File: src/rtl/stepper_phase_sequencer_defines.svh
// ----------------------------------------------------------------------------
// Stepper phase sequencer assertion macros
// Shared concurrent assertion templates for the sequencer RTL.
// ----------------------------------------------------------------------------
`ifndef STEPPER_PHASE_SEQUENCER_DEFINES_SVH
`define STEPPER_PHASE_SEQUENCER_DEFINES_SVH

// Same-cycle implication, checked outside reset.
`define SPS_ASSERT_NOW(name, clk, rst_n, ante, cons) \
    name: assert property (@(posedge clk) disable iff (!rst_n) (ante) |-> (cons)) \
        else $error("stepper sequencer check failed");

// Next-cycle implication, checked outside reset.
`define SPS_ASSERT_NEXT(name, clk, rst_n, ante, cons) \
    name: assert property (@(posedge clk) disable iff (!rst_n) (ante) |=> (cons)) \
        else $error("stepper sequencer check failed");

`endif

File: src/rtl/stp_seq_pkg.sv
// ----------------------------------------------------------------------------
// Stepper phase sequencer package
// Widths, request codes, register indexes, states and coil pattern tables.
// ----------------------------------------------------------------------------
package stp_seq_pkg;

    localparam int unsigned TICKS_PER_MINUTE_DEF = 60000000;
    localparam int unsigned STEP_COUNT_BITS_DEF  = 16;

    localparam int unsigned REQ_W    = 2;
    localparam int unsigned STEPS_W  = 16;
    localparam int unsigned PERIOD_W = 26;
    localparam int unsigned PHASE_W  = 3;
    localparam int unsigned COIL_W   = 4;
    localparam int unsigned RPM_W    = 10;
    localparam int unsigned SPR_W    = 10;
    localparam int unsigned GEAR_W   = 8;
    localparam int unsigned PROD1_W  = SPR_W + GEAR_W;
    localparam int unsigned PROD2_W  = PROD1_W + RPM_W;
    localparam int unsigned DEN_W    = PROD2_W + 1;
    localparam int unsigned CFG_IDX_W  = 2;
    localparam int unsigned CFG_DATA_W = 10;
    localparam int unsigned S_DATA_W = 24;
    localparam int unsigned M_DATA_W = 24;

    localparam logic [REQ_W-1:0] REQ_TICK  = 2'd0;
    localparam logic [REQ_W-1:0] REQ_START = 2'd1;
    localparam logic [REQ_W-1:0] REQ_STOP  = 2'd2;

    localparam logic [CFG_IDX_W-1:0] CFG_STEP_MODE = 2'd0;
    localparam logic [CFG_IDX_W-1:0] CFG_SPEED_RPM = 2'd1;
    localparam logic [CFG_IDX_W-1:0] CFG_STEPS_REV = 2'd2;
    localparam logic [CFG_IDX_W-1:0] CFG_GEAR      = 2'd3;

    typedef enum logic [3:0] {
        ST_IDLE = 4'b0001,
        ST_MUL1 = 4'b0010,
        ST_MUL2 = 4'b0100,
        ST_DIV  = 4'b1000
    } state_t;

    function automatic logic [COIL_W-1:0] full_pattern(input logic [1:0] idx);
        logic [COIL_W-1:0] pat;
        case (idx)
            2'd0:    pat = 4'hC;
            2'd1:    pat = 4'h6;
            2'd2:    pat = 4'h3;
            default: pat = 4'h9;
        endcase
        return pat;
    endfunction

    function automatic logic [COIL_W-1:0] half_pattern(input logic [PHASE_W-1:0] idx);
        logic [COIL_W-1:0] pat;
        case (idx)
            3'd0:    pat = 4'h8;
            3'd1:    pat = 4'hC;
            3'd2:    pat = 4'h4;
            3'd3:    pat = 4'h6;
            3'd4:    pat = 4'h2;
            3'd5:    pat = 4'h3;
            3'd6:    pat = 4'h1;
            default: pat = 4'h9;
        endcase
        return pat;
    endfunction

endpackage

File: src/rtl/stepper_phase_sequencer.sv
// ----------------------------------------------------------------------------
// Stepper phase sequencer
// Full-step and half-step coil sequencer for a unipolar stepper motor.
// ----------------------------------------------------------------------------
// Requests arrive on the s_ channel: tuser carries the request kind (tick,
// start move, stop) and tdata the step count and direction. Every request
// gives exactly one result on the m_ channel with the coil pattern, the busy
// flag, the steps remaining and whether this request stepped the phase.
// Ticks, stops and unused codes have their result registered at the accepting
// edge. A start move computes the step period in multiplier states ST_MUL1
// and ST_MUL2 and then in a restoring divider that produces one quotient bit
// a cycle; s_tready is low meanwhile, until the start's result appears.
// The result sits in an output register; a new request is taken while it is
// being collected, but a stalled receiver holds s_tready low until the
// pending result is taken. Configuration writes on the cfg_ channel are
// always accepted and must be made only while the block is idle.
// Reset (aresetn low, synchronous) returns the control registers to defaults:
// full stepping, 10 rpm, 64 steps per revolution, gear ratio 32, coils off.
// ----------------------------------------------------------------------------
`include "stepper_phase_sequencer_defines.svh"

module stepper_phase_sequencer
    import stp_seq_pkg::*;
#(
    parameter int unsigned TICKS_PER_MINUTE = TICKS_PER_MINUTE_DEF,
    parameter int unsigned STEP_COUNT_BITS  = STEP_COUNT_BITS_DEF
) (
    input  logic                  aclk,
    input  logic                  aresetn,
    input  logic                  s_tvalid,
    output logic                  s_tready,
    // [15:0] step_count, [16] move_forward, [23:17] zero
    input  logic [S_DATA_W-1:0]   s_tdata,
    // [1:0] req_type
    input  logic [REQ_W-1:0]      s_tuser,
    output logic                  m_tvalid,
    input  logic                  m_tready,
    // [3:0] coil_pattern, [4] busy_res, [20:5] steps_remaining, [21] stepped,
    // [23:22] zero
    output logic [M_DATA_W-1:0]   m_tdata,
    input  logic                  cfg_valid,
    output logic                  cfg_ready,
    input  logic [CFG_IDX_W-1:0]  cfg_index,
    input  logic [CFG_DATA_W-1:0] cfg_data
);

    localparam int unsigned TPM_W   = $clog2(TICKS_PER_MINUTE + 1);
    localparam int unsigned CNT_W   = $clog2(TPM_W);
    localparam int unsigned MASK_W  = (STEP_COUNT_BITS < STEPS_W) ? STEP_COUNT_BITS : STEPS_W;
    localparam logic [STEPS_W-1:0] COUNT_MASK = STEPS_W'((17'd1 << MASK_W) - 17'd1);
    localparam logic [TPM_W-1:0]   TPM_VALUE  = TPM_W'(TICKS_PER_MINUTE);

    state_t               state_reg, state_next;
    logic                 step_mode_reg, step_mode_next;
    logic [RPM_W-1:0]     speed_rpm_reg, speed_rpm_next;
    logic [SPR_W-1:0]     steps_rev_reg, steps_rev_next;
    logic [GEAR_W-1:0]    gear_reg, gear_next;
    logic [PHASE_W-1:0]   phase_reg, phase_next;
    logic [STEPS_W-1:0]   remain_reg, remain_next;
    logic                 dir_fwd_reg, dir_fwd_next;
    logic [PERIOD_W-1:0]  period_reg, period_next;
    logic [PERIOD_W-1:0]  countdown_reg, countdown_next;
    logic [COIL_W-1:0]    coil_reg, coil_next;
    logic                 m_valid_reg, m_valid_next;
    logic [M_DATA_W-1:0]  m_data_reg, m_data_next;
    logic [PROD1_W-1:0]   prod1_reg, prod1_next;
    logic [DEN_W-1:0]     den_reg, den_next;
    logic [DEN_W-1:0]     rem_reg, rem_next;
    logic [TPM_W-1:0]     quo_reg, quo_next;
    logic [CNT_W-1:0]     cnt_reg, cnt_next;

    logic                 s_accept;
    logic                 stepped;
    logic [1:0]           full_idx;
    logic [PHASE_W-1:0]   half_idx;
    logic [PROD2_W-1:0]   prod2;
    logic [DEN_W:0]       trial;
    logic [DEN_W+1:0]     diff;
    logic                 quo_bit;
    logic [TPM_W-1:0]     quo_final;
    logic [PERIOD_W-1:0]  period_calc;

    assign s_tready  = (state_reg == ST_IDLE) && (!m_valid_reg || m_tready);
    assign s_accept  = s_tvalid && s_tready;
    assign cfg_ready = 1'b1;
    assign m_tvalid  = m_valid_reg;
    assign m_tdata   = m_data_reg;

    assign full_idx = dir_fwd_reg ? (phase_reg[1:0] + 2'd1) : (phase_reg[1:0] - 2'd1);
    assign half_idx = dir_fwd_reg ? (phase_reg + 3'd1) : (phase_reg - 3'd1);

    assign prod2   = PROD2_W'(PROD2_W'(prod1_reg) * PROD2_W'(speed_rpm_reg));
    assign trial   = {rem_reg, quo_reg[TPM_W-1]};
    assign diff    = {1'b0, trial} - {2'b00, den_reg};
    assign quo_bit = !diff[DEN_W+1];
    assign quo_final = {quo_reg[TPM_W-2:0], quo_bit};

    always_comb begin
        if (den_reg == '0) begin
            period_calc = '1;
        end else if (quo_final == '0) begin
            period_calc = PERIOD_W'(1);
        end else begin
            period_calc = PERIOD_W'(quo_final);
        end
    end

    always_comb begin
        state_next     = state_reg;
        step_mode_next = step_mode_reg;
        speed_rpm_next = speed_rpm_reg;
        steps_rev_next = steps_rev_reg;
        gear_next      = gear_reg;
        phase_next     = phase_reg;
        remain_next    = remain_reg;
        dir_fwd_next   = dir_fwd_reg;
        period_next    = period_reg;
        countdown_next = countdown_reg;
        coil_next      = coil_reg;
        m_valid_next   = m_valid_reg && !m_tready;
        m_data_next    = m_data_reg;
        prod1_next     = prod1_reg;
        den_next       = den_reg;
        rem_next       = rem_reg;
        quo_next       = quo_reg;
        cnt_next       = cnt_reg;
        stepped        = 1'b0;

        if (cfg_valid) begin
            case (cfg_index)
                CFG_STEP_MODE: step_mode_next = cfg_data[0];
                CFG_SPEED_RPM: speed_rpm_next = cfg_data[RPM_W-1:0];
                CFG_STEPS_REV: steps_rev_next = cfg_data[SPR_W-1:0];
                CFG_GEAR:      gear_next      = cfg_data[GEAR_W-1:0];
                default:       step_mode_next = step_mode_reg;
            endcase
        end

        case (state_reg)
            ST_IDLE: begin
                if (s_accept) begin
                    case (s_tuser)
                        REQ_TICK: begin
                            if (remain_reg != '0) begin
                                if (countdown_reg <= PERIOD_W'(1)) begin
                                    if (step_mode_reg) begin
                                        phase_next = half_idx;
                                        coil_next  = half_pattern(half_idx);
                                    end else begin
                                        phase_next = {1'b0, full_idx};
                                        coil_next  = full_pattern(full_idx);
                                    end
                                    remain_next    = remain_reg - STEPS_W'(1);
                                    countdown_next = period_reg;
                                    stepped        = 1'b1;
                                end else begin
                                    countdown_next = countdown_reg - PERIOD_W'(1);
                                end
                            end
                        end
                        REQ_START: begin
                            remain_next  = s_tdata[STEPS_W-1:0] & COUNT_MASK;
                            dir_fwd_next = s_tdata[STEPS_W];
                            phase_next   = '0;
                            state_next   = ST_MUL1;
                        end
                        REQ_STOP: begin
                            remain_next    = '0;
                            countdown_next = '0;
                            coil_next      = '0;
                        end
                        default: begin
                            stepped = 1'b0;
                        end
                    endcase
                    if (s_tuser != REQ_START) begin
                        m_valid_next = 1'b1;
                        m_data_next  = {2'b00, stepped, remain_next,
                                        (remain_next != '0), coil_next};
                    end
                end
            end
            ST_MUL1: begin
                prod1_next = PROD1_W'(PROD1_W'(steps_rev_reg) * PROD1_W'(gear_reg));
                state_next = ST_MUL2;
            end
            ST_MUL2: begin
                den_next   = step_mode_reg ? {prod2, 1'b0} : {1'b0, prod2};
                rem_next   = '0;
                quo_next   = TPM_VALUE;
                cnt_next   = CNT_W'(TPM_W - 1);
                state_next = ST_DIV;
            end
            ST_DIV: begin
                rem_next = quo_bit ? diff[DEN_W-1:0] : trial[DEN_W-1:0];
                quo_next = quo_final;
                cnt_next = cnt_reg - CNT_W'(1);
                if (cnt_reg == '0) begin
                    period_next    = period_calc;
                    countdown_next = period_calc;
                    m_valid_next   = 1'b1;
                    m_data_next    = {2'b00, 1'b0, remain_reg,
                                      (remain_reg != '0), coil_reg};
                    state_next     = ST_IDLE;
                end
            end
            default: begin
                state_next = ST_IDLE;
            end
        endcase
    end

    always_ff @(posedge aclk) begin
        if (!aresetn) begin
            state_reg     <= ST_IDLE;
            step_mode_reg <= 1'b0;
            speed_rpm_reg <= RPM_W'(10);
            steps_rev_reg <= SPR_W'(64);
            gear_reg      <= GEAR_W'(32);
            phase_reg     <= '0;
            remain_reg    <= '0;
            dir_fwd_reg   <= 1'b1;
            period_reg    <= '0;
            countdown_reg <= '0;
            coil_reg      <= '0;
            m_valid_reg   <= 1'b0;
        end else begin
            state_reg     <= state_next;
            step_mode_reg <= step_mode_next;
            speed_rpm_reg <= speed_rpm_next;
            steps_rev_reg <= steps_rev_next;
            gear_reg      <= gear_next;
            phase_reg     <= phase_next;
            remain_reg    <= remain_next;
            dir_fwd_reg   <= dir_fwd_next;
            period_reg    <= period_next;
            countdown_reg <= countdown_next;
            coil_reg      <= coil_next;
            m_valid_reg   <= m_valid_next;
        end
    end

    always_ff @(posedge aclk) begin
        m_data_reg <= m_data_next;
        prod1_reg  <= prod1_next;
        den_reg    <= den_next;
        rem_reg    <= rem_next;
        quo_reg    <= quo_next;
        cnt_reg    <= cnt_next;
    end

    // A result never waits while a period is being computed.
    `SPS_ASSERT_NOW(a_no_result_while_busy, aclk, aresetn, state_reg != ST_IDLE, !m_valid_reg)

    // A running move always has a non-zero step period.
    `SPS_ASSERT_NOW(a_period_set, aclk, aresetn,
        (state_reg == ST_IDLE) && (remain_reg != '0), period_reg != '0)

    // A stepping result always drives at least one coil.
    `SPS_ASSERT_NOW(a_step_drives_coil, aclk, aresetn,
        m_valid_reg && m_data_reg[21], m_data_reg[3:0] != '0)

    // A start request leads straight into the multiplier sequence.
    `SPS_ASSERT_NEXT(a_start_computes, aclk, aresetn,
        s_accept && (s_tuser == REQ_START), state_reg == ST_MUL1)

endmodule

File: config.mk
export PLATFORM = sky130hd
export DESIGN_NAME = stepper_phase_sequencer
export DESIGN_NICKNAME = d
export VERILOG_FILES = /design/src/rtl/stp_seq_pkg.sv /design/src/rtl/stepper_phase_sequencer.sv
export VERILOG_INCLUDE_DIRS = /design/src /design/src/rtl
export SDC_FILE = /design/constraint.sdc
export NUM_CORES = 1
export LEC_CHECK = 0
export BUFFER_PORTS_ARGS = -buffer_cell sky130_fd_sc_hd__buf_2
export CELL_PAD_IN_SITES_DETAIL_PLACEMENT = 0
export CELL_PAD_IN_SITES_GLOBAL_PLACEMENT = 1
export CORE_MARGIN = 5
export CORE_UTILIZATION = 54
export DETAILED_ROUTE_END_ITERATION = 10
export HOLD_SLACK_MARGIN = 0.15
export PLACE_DENSITY_LB_ADDON = 0.1
export SLEW_MARGIN = 10
export SYNTH_ARGS = -nofsm -noshare
export SYNTH_HDL_FRONTEND = slang
export SYNTH_SLANG_ARGS = --single-unit
File: constraint.sdc
create_clock -name aclk -period 16.1 [get_ports aclk]
set_input_delay 1.61 -clock aclk [delete_from_list [all_inputs] [get_ports aclk]]
set_output_delay 1.61 -clock aclk [all_outputs]
set_load 0.01 [all_outputs]
==> summary.txt, run 1 <==
Run status
  – Status: complete, no violations

Critical path
  – Critical Path End: den_reg[27]$_DFFE_PP_
  – Crit path launch type: register
  – Critical R2R Capture: den_reg[27]$_DFFE_PP_
  – Crit path from: speed_rpm_reg[3]$_SDFFE_PN1P_
  – CP max FO: 19
  – Req. time, crit path: 16.41 ns
  – R2R Path Start: speed_rpm_reg[3]$_SDFFE_PN1P_
  – Worst reg2reg path depth: 20
  – FF-to-FF setup slack: 9.35 ns
  – Crit path capture type: register
  – Kind of critical path: reg -> reg
  – Worst Path Arrival: 7.07 ns

CTS
  – Reg clk slew, reported paths: 0.07 ns
  – Clock sinks: 239
  – Clk_lat worst skew: 0.57 ns
  – Clock Tree Buf Depth: 3
  – H-tree Lvls: 1
  – Root Buffer: clkbuf_16
  – Number of CTS-inserted buffers: 27
  – Hold Buf Count CTS: 0
  – Setup Fix Bufs, Post-CTS: 0
  – Post_cts resized: 0
  – CTS tree: built

Timing
  – Clock Skew: 0.0108 ns
  – Setup TNS: 0 ns
  – Setup violators final: 0
  – Fmax: 148 MHz
  – Fin crit period: 6.75 ns
  – Post-route clock period utilization: 0.419
  – Endpoints failing hold: 0
  – Max_slew headroom: 0.200
  – Worst Tran Pin Value: 1.20 ns
  – Pins Over Slew Limit: 0
  – Hold WS: 0.473 ns
  – RSZ-0062 raised after global routing: no

Power and ir drop
  – Pleak: 9.82 nW
  – Worst VDD drop: 0.0766 mV
  – Power density cells: 73.1 mW/mm^2

Logic synthesis
  – Post-synthesis sequential area ratio: 0.294
  – Synth cell types: 74
  – Synth Cell Area: 0.0207 mm^2
  – Synth Flop Type: edfxtp_1
  – Ranking of synthesized cells by area: edfxtp_1 (19%), fa_1 (17%), dfxtp_1 (11%), ha_1 (8.5%), nand2_1 (5.5%)
  – Mapped Cells: 2336
  – Synth top area share: 0.188
  – Number of synthesized flops with an enable pin: 129
  – Syn Area/Cell: 8.84 um^2
  – Dominant cell type by area after synthesis: edfxtp_1
  – Yosys warnings: 0
  – Ys async rst share: 0
  – Synthesis-stage register bit count: 239

Floorplanning
  – Starting Density: 0.547
  – Die W: 206 um
  – # rows: 71
  – CORE AREA: 0.0378 mm^2
  – Die Area: 0.0423 mm^2
  – I/O pins: 70
  – Die Y: 206 um

Placement
  – GP Congestion: 0.909
  – Hpwl dp: 35.6 mm
  – Port Buffers: 59
  – Cells after DPL: 2797

Global routing
  – Grt ovf: 0
  – Initial antenna violation count: 1
  – GRT Total Usage: 0.234
  – Vias in the first global route: 16.0k
  – First-pass GRT wire length: 81.5 mm
  – Largest net degree at the start of global routing: 85

Final layout
  – Fill cells: 3388
  – Diodes inserted: 0
  – Final net count: 2674
  – Area grow syn2layout: 7.63%
  – Finished Layout Cells: 2847
  – Share of layout cells above drive strength 1: 0.0676

Worst hold path
  – Min-delay worst type: reg -> reg

Detailed routing
  – DR WL/cell: 17.3 um
  – Vias: 16.2k
  – First-pass DRT Iterations: 5
  – Routed WL: 49.1 mm
  – # DRC: 0
  – 1st-iter DRT viols: 996
  – Routed Antenna Nets: 0
  – DR vias/cell: 5.68

Flow run
  – MaxCap Viol Count: 0
layout by cell type (no fill, tap or decap), drive strengths merged, types with 22 or more instances in the layout:
cell type / synthesis / final
o21ai: 108 / 108
nand3: 36 / 36
nand2b: 28 / 28
edfxtp: 129 / 129
a211oi: 55 / 55
a21o: 24 / 24
ha: 140 / 140
nor4: 23 / 23
buf: 9 / 76
a21oi: 130 / 130
xnor2: 60 / 60
nor3: 31 / 31
nand2: 301 / 301
dfxtp: 110 / 110
clkbuf: 118 / 33
fa: 176 / 176
o221ai: 22 / 22
inv: 232 / 234
nor2: 223 / 223
and2: 151 / 151
area by class of cell:
cell class	count	area, um^2	share of cell area
Clock buffer	33	728	0.0328
Clock inverter	17	236	0.0106
Inverter	233	876	0.0394
Multi-Input combinational cell	1738	13300	0.596
Sequential cell	239	6080	0.273
Tap cell	511	639	0.0288
Timing Repair Buffer	76	423	0.0190
kinds of logic (layout without fill, tap and decap cells):
group | after synthesis | after routing | share of synthesized area
AOI/OAI and AO/OA | 430 | 430 | 0.130
xor gates and xnor gates | 80 | 80 | 0.0339
adders and majority gates | 316 | 316 | 0.255
buffers and inverters | 360 | 359 | 0.0664
DFF | 239 | 239 | 0.294
muxes | 32 | 32 | 0.0162
other | 2 | 3 | 0.000364
and+or+nand+nor | 877 | 877 | 0.203
cells in the mapped netlist (all sizes together), types with 13 or more instances:
cell,n
inv,232
nand2b,28
a21oi,130
a211oi,55
nor3,31
fa,176
o21ai,108
nor2,223
nand3,36
and2,151
a31oi,14
xor2,20
edfxtp,129
xnor2,60
mux2i,20
ha,140
dfxtp,110
nor4,23
nand2,301
and3,13
clkbuf,118
a21o,24
o221ai,22
where the power goes:
part / internal [mW] / switching, mW
Combinational: 0.105 / 0.156
Clock: 0.405 / 0.270
Sequential: 0.661 / 0.0280
worst max-delay path: stages, from the launching register on:
cell	delay (ns)
dfxtp_1	0.91
nand2_1	0.17
fa_1	0.58
inv_1	0.05
fa_1	0.52
fa_1	0.44
fa_1	0.54
inv_1	0.05
fa_1	0.53
inv_1	0.04
ha_1	0.35
a21o_1	0.19
a211oi_1	0.46
a2bb2oi_1	0.23
o31ai_1	0.11
a221oi_1	0.35
o21ai_0	0.23
nand2_1	0.11
o21ai_0	0.15
xor2_1	0.18
mux2_2	0.28
metal layers:
layer / vias up / share of wire / wire [um] / global-route usage
li1: 7819 / - / - / -
met1: 7894 / 0.45 / 22200 / 0.336
met2: 407 / 0.47 / 23000 / 0.380
met3: 65 / 0.059 / 2890 / 0.0312
met4: 0 / 0.021 / 1020 / 0.0553
met5: - / 0 / 0 / 0
worst min path at each step:
| stage | slack [ns] | to | startpoint | depth (start not counted) |
|---|---|---|---|---|
| floorplan | 0.44 | gear_reg[0]$_SDFFE_PN0P_ | gear_reg[0]$_SDFFE_PN0P_ | 2 |
| global placement | 0.45 | coil_reg[2]$_SDFFE_PN0P_ | coil_reg[2]$_SDFFE_PN0P_ | 2 |
| detailed placement | 0.47 | coil_reg[2]$_SDFFE_PN0P_ | coil_reg[2]$_SDFFE_PN0P_ | 2 |
| CTS | 0.47 | coil_reg[2]$_SDFFE_PN0P_ | coil_reg[2]$_SDFFE_PN0P_ | 2 |
| global route | 0.49 | coil_reg[2]$_SDFFE_PN0P_ | coil_reg[2]$_SDFFE_PN0P_ | 2 |
| finish | 0.47 | coil_reg[2]$_SDFFE_PN0P_ | coil_reg[2]$_SDFFE_PN0P_ | 2 |
through the flow:
stage,power (mW),instance area (um^2),utilization,setup WS [ns]
final,1.63,22200,0.589,9.35
after global routing,1.70,22200,0.589,8.89
after CTS,1.64,22200,0.589,9.34
after detailed placement,0.962,21300,0.563,9.37
after global placement,0.958,21300,0.563,9.44
after floorplan,0.892,20700,-,10.03
Power figures use the tool's default switching activity.
==> run 2: changes to the inputs <==
--- a/config.mk
+++ b/config.mk
@@ -10,7 +10,7 @@
 export CELL_PAD_IN_SITES_DETAIL_PLACEMENT = 0
 export CELL_PAD_IN_SITES_GLOBAL_PLACEMENT = 1
 export CORE_MARGIN = 5
-export CORE_UTILIZATION = 54
+export CORE_UTILIZATION = 50
 export DETAILED_ROUTE_END_ITERATION = 10
 export HOLD_SLACK_MARGIN = 0.15
 export PLACE_DENSITY_LB_ADDON = 0.1
==> constraint.sdc (replaced) <==
create_clock -name aclk -period 6.3 [get_ports aclk]
set_input_delay 0.63 -clock aclk [delete_from_list [all_inputs] [get_ports aclk]]
set_output_delay 0.63 -clock aclk [all_outputs]
set_load 0.01 [all_outputs]
==> run 2 against run 1 <==
Total power grew to 2.5 times the previous value. Clock skew is 0.0020 ns higher. Fmax is 12% higher. Critical path depth stayed put. Global-route usage is 0.98 points lower. Non-clock buffer count is 39 higher. Hold slack worse by 0.13 ns. Clock power is 150% higher.
==> summary.txt, run 2 (synthesis results as in run 1) <==
Run status
  – Status: complete, no violations

Critical path
  – Kind of critical path: reg -> reg
  – Req. time, crit path: 6.60 ns
  – Crit path launch type: register
  – Crit path capture type: register
  – Worst Path Arrival: 6.36 ns
  – R2R Path Start: prod1_reg[8]$_DFFE_PN_
  – CP max FO: 6
  – CP max-delay cell: fa_1
  – FF-to-FF setup slack: 0.25 ns
  – Worst reg2reg path depth: 20
  – Critical R2R Capture: den_reg[27]$_DFFE_PP_
  – Largest stage delay, worst path: 0.55 ns
  – Most used cell, CP: fa_1
  – Cell breakdown of the critical path: buf_4 > and2_1 > fa_1 > fa_1 > fa_1 > fa_1 > inv_1 > fa_1 > inv_1 > ha_1 > a21o_1 > a21o_1 > a21oi_1 > a31oi_2 > nor2_1 > o311a_1 > o21ai_1 > a21o_1 > xnor2_1 > mux2_2

Global routing
  – Vias in the first global route: 16.1k
  – First-pass GRT wire length: 83.9 mm
  – GRT Total Usage: 0.224
  – Met2 Resource Use GR: 0.357
  – Global routing's busiest layer: met2
  – Grt met3 use: 0.0259
  – Met1 usage: 0.335
  – Largest net degree at the start of global routing: 77
  – Initial antenna violation count: 0
  – Grt ovf: 0

CTS
  – CTS tree: built
  – Clock Tree Buf Depth: 3
  – Number of CTS-inserted buffers: 28
  – Root Buffer: clkbuf_16
  – H-tree Lvls: 1
  – Clock sinks: 239
  – Clk_lat worst skew: 0.56 ns
  – Reg clk slew, reported paths: 0.06 ns

Power and ir drop
  – Sw frac: 0.283
  – Clock power share: 0.406
  – Pint: 2.95 mW
  – Pleak: 10.0 nW
  – Design Power: 4.11 mW
  – Comb power frac: 0.167
  – Psw: 1.16 mW
  – Worst VDD drop: 0.185 mV
  – Flop pwr share: 0.426
  – Power density cells: 182 mW/mm^2

Detailed routing
  – Routed WL: 50.5 mm
  – DR vias/cell: 5.56
  – Routed Antenna Nets: 0
  – First-pass DRT Iterations: 5
  – # DRC: 0
  – DR WL/cell: 17.4 um
  – 1st-iter DRT viols: 1028
  – Vias: 16.2k

Final layout
  – Most common cell after layout, fill and taps aside: nand2_1
  – Share of layout cells above drive strength 1: 0.0854
  – Finished Layout Cells: 2910
  – Most frequent cells in the layout: nand2_1 (301), inv_1 (231), nor2_1 (221), fa_1 (176), and2_1 (151)
  – Final net count: 2714
  – Area grow syn2layout: 9.22%

Placement
  – Hpwl dp: 37.5 mm
  – GP Congestion: 0.883
  – Port Buffers: 59
  – Cells after DPL: 2849

Floorplanning
  – Die W: 213 um
  – # rows: 74
  – Die Area: 0.0455 mm^2
  – I/O pins: 70
  – Die Y: 213 um
  – Starting Density: 0.506
  – CORE AREA: 0.0408 mm^2

Worst hold path
  – Hold path startpoint: cfg_data[2]
  – Min-delay worst type: in -> reg
  – Hold path endpoint: gear_reg[2]$_SDFFE_PN0P_
  – Worst hold stages: 3

Timing
  – Max_slew headroom: 0.200
  – Fmax: 165 MHz
  – Clock Skew: 0.0128 ns
  – Setup violators final: 0
  – Endpoints failing hold: 0
  – Pins Over Slew Limit: 0
  – Fin crit period: 6.05 ns
  – Worst Tran Pin Value: 1.20 ns
  – Post-route clock period utilization: 0.960

Flow run
  – MaxCap Viol Count: 0
[run 2: cell types whose count changed in the layout (fill, tap and decap cells not counted), sizes merged]
cell      change
buf          +39
bufinv        -1
clkinvlp      +4
diode         +1
clkbuf        -4
clkinv        +6
inv           -3
[run 2: worst max-delay path by stage]
stage,slack [ns],startpoint,endpoint
2_1_floorplan,0.23,speed_rpm_reg[3]$_SDFFE_PN1P_,den_reg[27]$_DFFE_PP_
3_3_place_gp,0.15,prod1_reg[6]$_DFFE_PN_,den_reg[27]$_DFFE_PP_
3_5_place_dp,0.09,prod1_reg[6]$_DFFE_PN_,den_reg[27]$_DFFE_PP_
4_1_cts,0.05,prod1_reg[6]$_DFFE_PN_,den_reg[27]$_DFFE_PP_
5_1_grt,-0.003,prod1_reg[7]$_DFFE_PN_,den_reg[27]$_DFFE_PP_
6_report,0.25,prod1_reg[8]$_DFFE_PN_,den_reg[27]$_DFFE_PP_
[run 2: worst max-delay path: cells and delay by family (launching register included)]
family / cells / cell delay [ns]
AOI/OAI and AO/OA: 7 / 1.21
DFF: 1 / 0.52
xor gates and xnor gates: 1 / 0.16
muxes: 1 / 0.28
buffers and inverters: 3 / 0.32
adders and majority gates: 6 / 2.98
and+or+nand+nor: 2 / 0.33
[run 2: power groups by stage]
stage / Sequential [mW] / Combinational (mW) / Clock (mW)
floorplan: 1.76 / 0.515 / 0
detailed placement: 1.78 / 0.683 / 0
global route: 1.76 / 0.780 / 1.78
global placement: 1.78 / 0.675 / 0
CTS: 1.75 / 0.690 / 1.71
finish: 1.75 / 0.687 / 1.67
[run 2: area by class of cell]
class / count / area (um^2)
multi-input cells: 1738 / 13300
well taps: 532 / 666
repair buffers: 115 / 716
diodes: 1 / 2.50
fillers: 3832 / 18300
flip-flops and latches: 239 / 6080
clock inverters: 23 / 245
clock buffers: 29 / 704
inverters: 233 / 876
[run 2: repair_timing]
| action | CTS | global route |
|---|---|---|
| hold buffers | 0 | 0 |
| setup buffers | 0 | 8 |
| hold endpoints to repair | 0 | 0 |
| resized for setup | 0 | 7 |
| endpoints found under the setup margin | 0 | 7 |
[run 2: routing by layer]
metal / vias up / wire length [um]
met4: 0 / 904
met2: 362 / 23100
met5: - / 0
met1: 7871 / 24000
met3: 56 / 2540
li1: 7890 / -
[run 2: stage by stage]
step / hold slack, ns / setup slack (ns) / util / setup TNS (ns) / cell area (um^2)
after global placement: 0.461 / 0.148 / 0.527 / 0 / 21500
after floorplan: 0.435 / 0.227 / - / 0 / 20700
final: 0.345 / 0.249 / 0.552 / 0 / 22600
after CTS: 0.314 / 0.0466 / 0.550 / 0 / 22500
after detailed placement: 0.480 / 0.0947 / 0.527 / 0 / 21500
after global routing: 0.339 / -0.00339 / 0.552 / -0.00339 / 22600
